## src/rtl/ibsd_pkg.sv

```systemverilog
// shared types and constants for the ibus servo frame decoder
// no dependencies
package ibsd_pkg;

  localparam int unsigned ByteW  = 8;
  localparam int unsigned PosW   = 5;
  localparam int unsigned SumW   = 16;
  localparam int unsigned KindW  = 2;
  localparam int unsigned IndexW = 4;
  localparam int unsigned ValueW = 12;

  localparam logic [ByteW-1:0] SYNC_FIRST    = 8'h20;
  localparam logic [ByteW-1:0] SYNC_SECOND   = 8'h40;
  localparam logic [SumW-1:0]  CHECKSUM_SEED = 16'hff9f;
  localparam logic [PosW-1:0]  IDLE_POS      = 5'd30;

  localparam logic [KindW-1:0] EV_CHANNEL = 2'd0;
  localparam logic [KindW-1:0] EV_GOOD    = 2'd1;
  localparam logic [KindW-1:0] EV_BAD     = 2'd2;

  typedef struct packed {
    logic [KindW-1:0]  kind;
    logic [IndexW-1:0] index;
    logic [ValueW-1:0] value;
  } event_t;

endpackage

```

## src/rtl/ibsd_in_reg.sv

```systemverilog
// input register for received bytes
// depends on ibsd_pkg
module ibsd_in_reg (
  input  logic                      clk,
  input  logic                      rst,
  input  logic                      s_valid,
  output logic                      s_ready,
  input  logic [ibsd_pkg::ByteW-1:0] s_byte,
  input  logic                      advance,
  output logic                      held_valid,
  output logic [ibsd_pkg::ByteW-1:0] held_byte
);
  import ibsd_pkg::*;

  assign s_ready = !held_valid || advance;

  always_ff @(posedge clk) begin
    if (rst) begin
      held_valid <= 1'b0;
    end else if (s_ready) begin
      held_valid <= s_valid;
    end
  end

  always_ff @(posedge clk) begin
    if (s_ready && s_valid) begin
      held_byte <= s_byte;
    end
  end

endmodule

```

## src/rtl/ibsd_decode.sv

```systemverilog
// frame state and per-byte decode: sync detect, pair counter, checksum
// depends on ibsd_pkg
module ibsd_decode (
  input  logic                      clk,
  input  logic                      rst,
  input  logic                      advance,
  input  logic [ibsd_pkg::ByteW-1:0] rx_byte,
  output logic                      produce,
  output ibsd_pkg::event_t          ev
);
  import ibsd_pkg::*;

  logic [ByteW-1:0] previous_byte;
  logic [PosW-1:0]  pair_position;
  logic [PosW-1:0]  pair_position_next;
  logic [SumW-1:0]  running_checksum;
  logic [SumW-1:0]  running_checksum_next;

  logic             sync;
  logic             idle;
  logic [PosW-1:0]  pos_inc;
  logic [SumW-1:0]  pair;
  logic [ByteW:0]   byte_sum;

  always_comb begin
    sync     = (previous_byte == SYNC_FIRST) && (rx_byte == SYNC_SECOND);
    idle     = pair_position >= IDLE_POS;
    pos_inc  = pair_position + 1'b1;
    pair     = {rx_byte, previous_byte};
    byte_sum = {1'b0, previous_byte} + {1'b0, rx_byte};

    pair_position_next    = pair_position;
    running_checksum_next = running_checksum;
    produce               = 1'b0;
    ev.kind               = EV_CHANNEL;
    ev.index              = '0;
    ev.value              = '0;

    if (sync) begin
      pair_position_next    = '0;
      running_checksum_next = CHECKSUM_SEED;
    end else if (idle) begin
      pair_position_next = IDLE_POS;
    end else begin
      pair_position_next = pos_inc;
      if (!pos_inc[0]) begin
        produce = 1'b1;
        if (pos_inc == IDLE_POS) begin
          ev.kind = (running_checksum == pair) ? EV_GOOD : EV_BAD;
        end else begin
          ev.index              = pos_inc[PosW-1:1] - 1'b1;
          ev.value              = pair[ValueW-1:0];
          running_checksum_next = running_checksum - {{(SumW-ByteW-1){1'b0}}, byte_sum};
        end
      end
    end
  end

  always_ff @(posedge clk) begin
    if (rst) begin
      previous_byte    <= '0;
      pair_position    <= IDLE_POS;
      running_checksum <= '0;
    end else if (advance) begin
      previous_byte    <= rx_byte;
      pair_position    <= pair_position_next;
      running_checksum <= running_checksum_next;
    end
  end

endmodule

```

## src/rtl/ibsd_out_reg.sv

```systemverilog
// result register toward the downstream side
// depends on ibsd_pkg
module ibsd_out_reg (
  input  logic             clk,
  input  logic             rst,
  input  logic             advance,
  input  logic             produce,
  input  ibsd_pkg::event_t ev_in,
  output logic             m_valid,
  input  logic             m_ready,
  output ibsd_pkg::event_t ev_out
);
  import ibsd_pkg::*;

  always_ff @(posedge clk) begin
    if (rst) begin
      m_valid <= 1'b0;
    end else if (advance) begin
      m_valid <= produce;
    end else if (m_ready) begin
      m_valid <= 1'b0;
    end
  end

  always_ff @(posedge clk) begin
    if (advance && produce) begin
      ev_out <= ev_in;
    end
  end

endmodule

```

## src/rtl/ibus_servo_frame_decoder_core.sv

```systemverilog
// top level of the ibus servo frame decoder
// depends on ibsd_pkg, ibsd_in_reg, ibsd_decode, ibsd_out_reg
//
// usage:
//   s_* takes one received serial byte per item in s_tdata.
//   m_* gives at most one event per byte: m_tuser is the event kind
//   (0 channel value, 1 frame good, 2 frame bad), m_tdata carries the
//   channel index and the 12-bit channel value (zero for frame events).
//   a 0x20, 0x40 byte pair resyncs at any point; the next 14 pairs give
//   channels 0 to 13, the 15th is checked against the running checksum,
//   then the block ignores bytes until the next sync.
// timing:
//   one byte per cycle sustained while m_tready is high; a byte waits in
//   the input register, then its event is registered in the result register.
//   the state update is a single pass of compare, 5-bit increment and 16-bit subtract.
// reset:
//   rst clears both valid flags, idles the pair counter, zeroes previous byte and checksum
// stall:
//   while m_tready is low and an event waits, the input register holds
//   one more byte, then s_tready drops until the event is taken.
module ibus_servo_frame_decoder_core (
  input  logic        clk,
  input  logic        rst,
  input  logic        s_tvalid,
  output logic        s_tready,
  input  logic [7:0]  s_tdata,   // rx_byte
  output logic        m_tvalid,
  input  logic        m_tready,
  output logic [15:0] m_tdata,   // channel_index [3:0], channel_value [15:4]
  output logic [1:0]  m_tuser    // event_kind
);
  import ibsd_pkg::*;

  logic             held_valid;
  logic [ByteW-1:0] held_byte;
  logic             advance;
  logic             produce;
  event_t           ev;
  event_t           ev_out;

  assign advance = held_valid && (!m_tvalid || m_tready);

  ibsd_in_reg u_in (
    .clk        (clk),
    .rst        (rst),
    .s_valid    (s_tvalid),
    .s_ready    (s_tready),
    .s_byte     (s_tdata),
    .advance    (advance),
    .held_valid (held_valid),
    .held_byte  (held_byte)
  );

  ibsd_decode u_dec (
    .clk     (clk),
    .rst     (rst),
    .advance (advance),
    .rx_byte (held_byte),
    .produce (produce),
    .ev      (ev)
  );

  ibsd_out_reg u_out (
    .clk     (clk),
    .rst     (rst),
    .advance (advance),
    .produce (produce),
    .ev_in   (ev),
    .m_valid (m_tvalid),
    .m_ready (m_tready),
    .ev_out  (ev_out)
  );

  assign m_tuser = ev_out.kind;
  assign m_tdata = {ev_out.value, ev_out.index};

  a_frame_event_zero: assert property (@(posedge clk) disable iff (rst)
    m_tvalid && (m_tuser != EV_CHANNEL) |-> (m_tdata == '0))
    else $error("frame event carries channel data");

  a_index_range: assert property (@(posedge clk) disable iff (rst)
    m_tvalid && (m_tuser == EV_CHANNEL) |-> (m_tdata[3:0] <= 4'd13))
    else $error("channel index out of range");

  a_kind_range: assert property (@(posedge clk) disable iff (rst)
    m_tvalid |-> (m_tuser != 2'd3))
    else $error("bad event kind");

  a_new_event_source: assert property (@(posedge clk) disable iff (rst)
    $rose(m_tvalid) |-> $past(advance))
    else $error("event appeared without a processed byte");

endmodule
```

## config.mk

```make
export PLATFORM = sky130hd
export DESIGN_NAME = ibus_servo_frame_decoder_core
export DESIGN_NICKNAME = d
export VERILOG_FILES = /design/src/rtl/ibsd_pkg.sv /design/src/rtl/ibsd_in_reg.sv /design/src/rtl/ibsd_decode.sv /design/src/rtl/ibsd_out_reg.sv /design/src/rtl/ibus_servo_frame_decoder_core.sv
export SDC_FILE = /design/constraint.sdc
export NUM_CORES = 1
export LEC_CHECK = 0
export BUFFER_PORTS_ARGS = -buffer_cell sky130_fd_sc_hd__buf_2
export CAP_MARGIN = 20
export CORE_MARGIN = 5
export CORE_UTILIZATION = 24
export DETAILED_ROUTE_END_ITERATION = 12
export GPL_TIMING_DRIVEN = 1
export HOLD_SLACK_MARGIN = 0.02
export PLACE_DENSITY_LB_ADDON = 0.08
export SYNTH_ARGS = -nofsm -noshare
export SYNTH_HDL_FRONTEND = slang
export SYNTH_SLANG_ARGS = --single-unit
```

## constraint.sdc

```tcl
create_clock -name clk -period 3.4 [get_ports clk]
set_input_delay 0.17 -clock clk [delete_from_list [all_inputs] [get_ports clk]]
set_output_delay 0.17 -clock clk [all_outputs]
set_load 0.005 [all_outputs]
```

# --- Word-level counts from Yosys, hierarchy flattened ---
# Cells that the tools add are included.
totals:
  elab_cells: 46
  regBits: 57
  out_inout_bits: 20
op_classes:
  reduce_logical: 12
  addsub: 4
  muxes: 12
  bitwise: 1
  magnitude_cmp: 1
  eq_ne: 7
ops:
  columns: ["cell", "n"]
  rows:
  - ["2-to-1 mux 16 bit", 4]
  - ["== test 16 bit", 1]
  - ["subtractor 16 x 9 -> 16 bit", 1]
  - ["2-to-1 mux 5 bit", 2]
  - ["adder 8 x 8 -> 9 bit", 1]
  - ["== test 8 x 6 -> 1 bit (second input constant)", 1]
  - ["== test 8 x 7 -> 1 bit (second input constant)", 1]
  - ["OR reduction 4 bit", 2]
  - ["inequality test 2 x 1 -> 1 bit (second input constant)", 3]
  - ["adder 5 x 1 -> 5 bit (second input constant)", 1]
  - ["== test 5 bit (second input constant)", 1]
  - ["greater-or-equal comparator 5 bit (second input constant)", 1]
  - ["2-to-1 mux 1 bit", 5]
  - ["logical AND 1 bit", 4]
  - ["AND reduction 4 bit", 1]
  - ["subtractor 4 x 1 -> 4 bit (second input constant)", 1]
  - ["zero test 1 bit", 2]
  - ["logical OR 1 bit", 2]
  - ["2-to-1 mux 2 bit", 1]
  - ["nonzero test 2 bit", 1]
  - ["inverter 1 bit", 1]

# --- Logic depth before layout (Yosys ltp) ---
# Gate-level depths: netlist of run 1.
depth:
  word_depth: 6
  mapped_depth: 10
  mapped_depth_nobuf: 10

# --- Cells and area by module ---
# A second synthesis of run 1 with hierarchy kept.
hier_totals:
  hier_cells: 330
  hier_area_um2: 3367.0
by_module_without_submodules:
  columns: ["module", "instances", "cells_each", "area_per_inst_um2"]
  rows:
  - ["ibsd_decode", 1, 292, 2478.6]
  - ["ibsd_out_reg", 1, 23, 581.8]
  - ["ibsd_in_reg", 1, 13, 295.3]
  - ["ibus_servo_frame_decoder_core", 1, 2, 11.3]

# --- Least setup slack after synthesis of run 1 ---
# No wires, ideal clock.
synth_timing:
  kind: "reg2reg"
  start: "reg u_in.held_byte[2] (netlist name)"
  end: "reg u_dec.running_checksum[14]"
  stages_incl_launch_ff: 10
  arrival_time_ps: 2388
  path_slack_ps: 897
  required_time_ps: 3285
  path_cell_list: "edfxtp_1 > inv_1 > fa_1 > ha_1 > nor2b_1 > o31ai_1 > nand2_1 > a221oi_1 > a31oi_1 > o21a_1"
synth_via:
  elab_chain_cells: 6
  elab_cells_between_ends: 12
synth_lines:
  columns: ["element", "line_no", "text"]
  rows:
  - ["from (decl)", "ibsd_in_reg.sv:11", "output logic [ibsd_pkg::ByteW-1:0] held_byte"]
  - ["from (signal assigned)", "ibsd_in_reg.sv:27", "held_byte <= s_byte;"]
  - ["adder 8 x 8 -> 9 bit", "ibsd_decode.sv:30", "byte_sum = {1'b0, previous_byte} + {1'b0, rx_byte};"]
  - ["subtractor 16 x 9 -> 16 bit", "ibsd_decode.sv:53", "running_checksum_next = running_checksum - {{(SumW-ByteW-1){1'b0}}, byte_sum};"]
  - ["2-to-1 mux 16 bit", "ibsd_decode.sv:48", "if (pos_inc == IDLE_POS) begin"]
  - ["2-to-1 mux 16 bit", "ibsd_decode.sv:46", "if (!pos_inc[0]) begin"]
  - ["2-to-1 mux 16 bit", "ibsd_decode.sv:42", "end else if (idle) begin"]
  - ["2-to-1 mux 16 bit", "ibsd_decode.sv:39", "if (sync) begin"]
  - ["to (signal assigned)", "ibsd_decode.sv:67", "running_checksum <= running_checksum_next;"]
  - ["to (decl)", "ibsd_decode.sv:16", "logic [SumW-1:0] running_checksum;"]
# Parallel ways exist; a longest one is shown, timed or not. The select of a mux whose other input is x is not followed.
# A chain may end at the register's enable or synchronous reset.

# --- Worst setup path in the final report of run 1 ---
# Same ends and word-level chain as after synthesis.

==> results.cfg, run 1 <==
[power]
power_frac_comb_pct = 13.7
switching_share_pct = 27.01
ir_drop_mv = 0.2790
switchingPower_w = 0.0004884
p_total_w = 0.001809
p_int_w = 0.001320
powerDensity_nw_per_um2 = 448.1
p_clk_share_pct = 44.5
p_seq_share_pct = 41.8
leakage_nw = 1.561

[yosys]
avgSynthCellArea_sq_um = 10.17
synth_edf_count = 26
netlist_instances = 331
synthesis.nets = 366
seq_area_frac_synth_pct = 41.62
synth_seq_cells = 57
syn_area_sq_um = 3367
ys.warnings.count = 0
ys_top_cells_by_count = dfxtp_1, nand2_1, edfxtp_1, inv_1, a21oi_1
synth_ff_type = dfxtp_1
synth_cell_types = 56
synth_largest_area_cell = edfxtp_1
synthTopCellsByArea = edfxtp_1, dfxtp_1, xnor2_1
yosys.area.top_type_share_pct = 23.19
ys_async_sr_fraction_pct = 0
post-synth-top-count-cell = dfxtp_1

[layout]
multi_input_area_sq_um = 1799
final_nets = 406
syn_to_final_growth_pct = 19.88
postLayoutCoreUtil_pct = 29.19
fill_cells = 1451
drive_above_1_share_pct = 18.62
antenna_cells = 0
seqCellArea_sq_um = 1401

[sta]
fin_crit_sh_pct = 83.97
fin_skew_ns = 0.01116
worst_slew_pin_slew_ns = 0.7502
holdWs_ns = 0.03135
setup_viol = 0
fin_ws_ns = 0.5451
fin_setup_tns_ns = 0
period_minus_slack_ns = 2.855
hold_viol_final = 0
slew_violations = 0
fmax_mhz = 350.3
slew_headroom_pct = 49.93
grt_setup_unrepaired = no

[setup_path]
crit_required_ns = 3.63
startpoint_type = flop
worstSetupPathType = reg2reg
critPathTopFamily = compound AO/OA/AOI/OAI gates
critPathSlowestCell = fa_1
path_cells = inv_1 > fa_1 > ha_1 > nor2b_1 > o31ai_1 > nand2_1 > a221oi_1 > a31oi_1 > o21a_1
cp_slowest_stage_delay_ns = 0.48
worstPathArrival_ns = 3.08
critPathBufInv = 1
cp-end-kind = flop
worstPathMaxFanout = 5

[grt]
first_global_vias = 2489
grt.total_usage_pct = 11.22
grt_max_degree = 33
grt_pass1_wl_um = 14030
gr-total-overflow = 0
antenna_found_initial = 0

[clock_tree]
clock-sinks = 57
numCtsBuffers = 9
clock_path_buffers = 2
hold_buffers = 6
cts_max_level = 3
worst_skew_pair.late_latency_ns = 0.33
cts_resized = 0
cts_tree = yes
postCtsSetupRepairBufs = 0
cts-root-buf = clkbuf_16
worst_setup_hold_path_clk_slew_ns = 0.05

[floorplanning]
dieArea_sq_um = 16500
die_h_um = 128.4
rows = 43
io_pins = 32
coreArea_sq_um = 13830
die_w_um = 128.4
initial_core_util_pct = 24.35

[place]
dp_slack_ns = 0.5370
io_buffers = 31
place_congestion = 0.7928
place_hpwl_um = 6343

[detailed_routing]
antenna_left = 0
wl_per_cell_um = 15.64
drtPass1Iterations = 4
viasPerCell = 4.489
drt_wl_total_um = 8695
drc = 0
via_count = 2496
initialDrtViolationCount = 175

[run_status]
status = finished, final reports clean

[hold_path]
worstHoldPathType = in2reg

[flow_run]
drv_cap = 0
==> layout make-up <==
| type | count | share of cell area [%] |
|---|---|---|
| clock inverter | 5 | 0.5890 |
| clock buffer | 11 | 5.766 |
| timing repair buffer | 42 | 6.262 |
| multi-input combinational | 234 | 44.58 |
| inverter | 27 | 2.511 |
| tap | 180 | 5.580 |
| sequential | 57 | 34.72 |
==> per-layer routing <==
metal  share of wire, %  vias to the layer above  GRT usage [%]
met3                4.1                       11          2.615
li1                   -                     1259              -
met2                 44                       45          16.58
met5                  0                        -              0
met1                 49                     1181          15.23
met4                2.4                        0          5.805
==> sequential cells by signal (all words and copies together), names as in the netlist <==
name / count
u_dec.previous_byte: 8
u_in.held_valid: 1
u_dec.running_checksum: 16
u_out.m_valid: 1
u_out.ev_out: 18
u_dec.pair_position: 5
u_in.held_byte: 8
==> power by group through the flow <==
stage / Combinational [W] / Sequential, W / Clock (W)
3_3_place_gp: 0.000249 / 0.000770 / 0
6_report: 0.000248 / 0.000755 / 0.000805
3_5_place_dp: 0.000244 / 0.000770 / 0
5_1_grt: 0.000282 / 0.000758 / 0.000868
2_1_floorplan: 0.000191 / 0.000759 / 0
4_1_cts: 0.000251 / 0.000756 / 0.000838
==> cell usage in the layout, fill, tap and decap left out, drive strengths merged, types with 2 or more instances in the layout <==
cell / instances
buf: 36
dfxtp: 31
nand2: 30
inv: 27
edfxtp: 26
a21oi: 25
xnor2: 22
and2: 20
ha: 15
nor2: 12
a211oi: 12
clkbuf: 11
nand3: 10
xor2: 8
fa: 8
o21ai: 8
dlygate4sd3: 6
nand4: 6
nor4: 6
a21o: 5
clkinv: 5
o211ai: 4
nand2b: 3
nand3b: 3
a31oi: 3
o21a: 3
a221o: 3
nor4b: 3
nor2b: 2
o31ai: 2
and4: 2
or3: 2
a31o: 2
nor3b: 2
nor3: 2
==> final timing paths <==
check,startpoint,to,slack [ns],cells past startpoint
setup / recovery,u_in.held_byte[2],u_dec.running_checksum[14],0.55,9
hold / removal,s_tdata[4],u_in.held_byte[4],0.03,1
setup reg to reg,u_in.held_byte[2],u_dec.running_checksum[14],0.55,9
hold reg to reg,u_dec.previous_byte[5],u_dec.previous_byte[5],0.52,2
==> cells by family after synthesis <==
family	after synthesis	share of synthesized area (%)
xor gates and xnor gates	30	7.804
buffers and inverters	40	4.942
and+or+nand+nor	106	18.84
adders and majority gates	23	10.33
DFF	57	41.62
AOI/OAI and AO/OA	75	16.46
==> metrics by stage <==
stage / instance area, sq um / cells
after detailed placement: 3720 / 534
after global routing: 4036 / 556
after CTS: 4036 / 556
final: 4036 / 556
after floorplan: 3367 / 331
after global placement: 3720 / 534
No activity file was read; power rests on OpenSTA's default activity.
==> run 2, diff against run 1 <==
Clock period 3.4 ns to 2.9 ns, I/O delays scaled along.
==> run 2 against run 1 <==
Compared with the run above:
- count of clock-buffer cells in the layout fell by 2
- die area unchanged
- fmax increased by 6.9%
- non-clock buffer count increased by 19
- first-iteration DRC count up 17%
- power increased by 29%
- register-to-register slack worse by 0.32 ns
- cell count is 3.4% higher
- critical endpoint unchanged
==> results.cfg, run 2 (synthesized netlist as in run 1, its figures left out) <==
[power]
p_total_w = 0.002329
ir_drop_mv = 0.2672
leakage_nw = 1.679
powerDensity_nw_per_um2 = 550.3

[layout]
reg_top3 = u_out.ev_out: 18 flops, u_dec.running_checksum: 16 flops
final_cell_mix = buf_2, dfxtp_1, nand2_1, inv_1, edfxtp_1
largest_register = u_out.ev_out
syn_to_final_growth_pct = 25.72
antenna_cells = 0
drive_above_1_share_pct = 22.78
largest_register_ffs = 18
final_area_sq_um = 4233
final_nets = 425
fin_cells = 575

[grt]
gr-total-overflow = 0
first_global_vias = 2595
antenna_found_initial = 0
grt.total_usage_pct = 11.68
grt_pass1_wl_um = 14500
grt_max_degree = 33

[place]
place_congestion = 0.7798
place_hpwl_um = 6786
io_buffers = 31
placed_area_sq_um = 3855
dp.cells = 552

[run_status]
status = finished, final reports clean

[clock_tree]
cts_max_level = 3
worst_skew_pair.late_latency_ns = 0.33
worst_setup_hold_path_clk_slew_ns = 0.06
cts_resized = 0
clock_path_buffers = 2
clock-sinks = 57
numCtsBuffers = 9
cts_tree = yes
cts-root-buf = clkbuf_16

[floorplanning]
coreArea_sq_um = 13830
die_w_um = 128.4
dieArea_sq_um = 16500
rows = 43
io_pins = 32
die_h_um = 128.4
initial_core_util_pct = 24.35

[hold_path]
worstHoldPathType = in2reg

[detailed_routing]
antenna_left = 0
wl_per_cell_um = 15.95
drt_wl_total_um = 9171
viasPerCell = 4.501
via_count = 2588
drc = 0
initialDrtViolationCount = 205
drtPass1Iterations = 4

[setup_path]
cp-end-kind = flop
crit_required_ns = 3.13
worstSetupPathType = reg2reg
path_cells = inv_1 > fa_1 > ha_1 > nor2b_1 > o31ai_1 > nand2_1 > a221oi_1 > a31oi_1 > o21a_1
critPathSlowestCell = fa_1
worstPathMaxFanout = 4
worstPathArrival_ns = 2.90
cp_slowest_stage_delay_ns = 0.48
startpoint_type = flop

[sta]
grt_setup_unrepaired = no
worst_slew_pin_slew_ns = 0.7743
hold_viol_final = 0
fin_crit_sh_pct = 92.08
fin_skew_ns = 0.01121
period_minus_slack_ns = 2.670
fmax_mhz = 374.5
fin_setup_tns_ns = 0
slew_headroom_pct = 48.38
slew_violations = 0
setup_viol = 0

[flow_run]
drv_cap = 0
[run 2: stage by stage]
step                      hold slack, ns  util, %  worst slack, ns
after floorplan                   0.2439        -           0.3972
after global placement            0.3215    27.88           0.2351
after detailed placement          0.3233    27.88           0.2241
after CTS                        0.04997    30.56           0.1882
after global routing             0.03794    30.61          0.08951
final                            0.03560    30.61           0.2295
[run 2: worst max-delay path: cells and delay by family (launching register included)]
family | cells | cell delay [ns]
compound gates | 4 | 0.98
fa+ha+maj | 2 | 0.84
flops | 1 | 0.35
simple gates | 2 | 0.33
buf+inv | 1 | 0.07
[run 2: cell type report]
type | instances | area (sq um)
well taps | 180 | 225.2
flip-flops and latches | 57 | 1401
multi-input cells | 234 | 1799
inverters | 27 | 101.3
clock buffers | 9 | 225.2
clock inverters | 7 | 85.08
fillers | 1441 | 9594
repair buffers | 61 | 395.4
[run 2: power breakdown]
part / switching (W) / leakage, nW / internal, W / total [W]
Sequential: 0.0000195 / 0.532 / 0.000855 / 0.000875
Clock: 0.000390 / 0.150 / 0.000742 / 0.00113
Combinational: 0.000185 / 0.997 / 0.000138 / 0.000323
[run 2: final timing paths]
kind	from	end	slack (ns)	cells past startpoint
min reg2reg	u_dec.running_checksum[12]	u_dec.running_checksum[12]	0.53	2
min	s_tdata[0]	u_in.held_byte[0]	0.04	1
max reg2reg	u_in.held_byte[2]	u_dec.running_checksum[14]	0.23	9
max	u_in.held_byte[2]	u_dec.running_checksum[14]	0.23	9
[run 2: what timing repair did]
item | CTS | global route
endpoints found under the hold margin | 6 | 0
buffers inserted | 0 | 0
hold buffers | 6 | 0
[run 2: per-layer routing]
layer | global-route usage [%] | wire, um | up-vias
met4 | 4.307 | 124 | 0
met1 | 15.85 | 4456 | 1224
met3 | 3.030 | 459 | 8
met2 | 17.90 | 4131 | 62
li1 | - | - | 1294
met5 | 0 | 0 | -
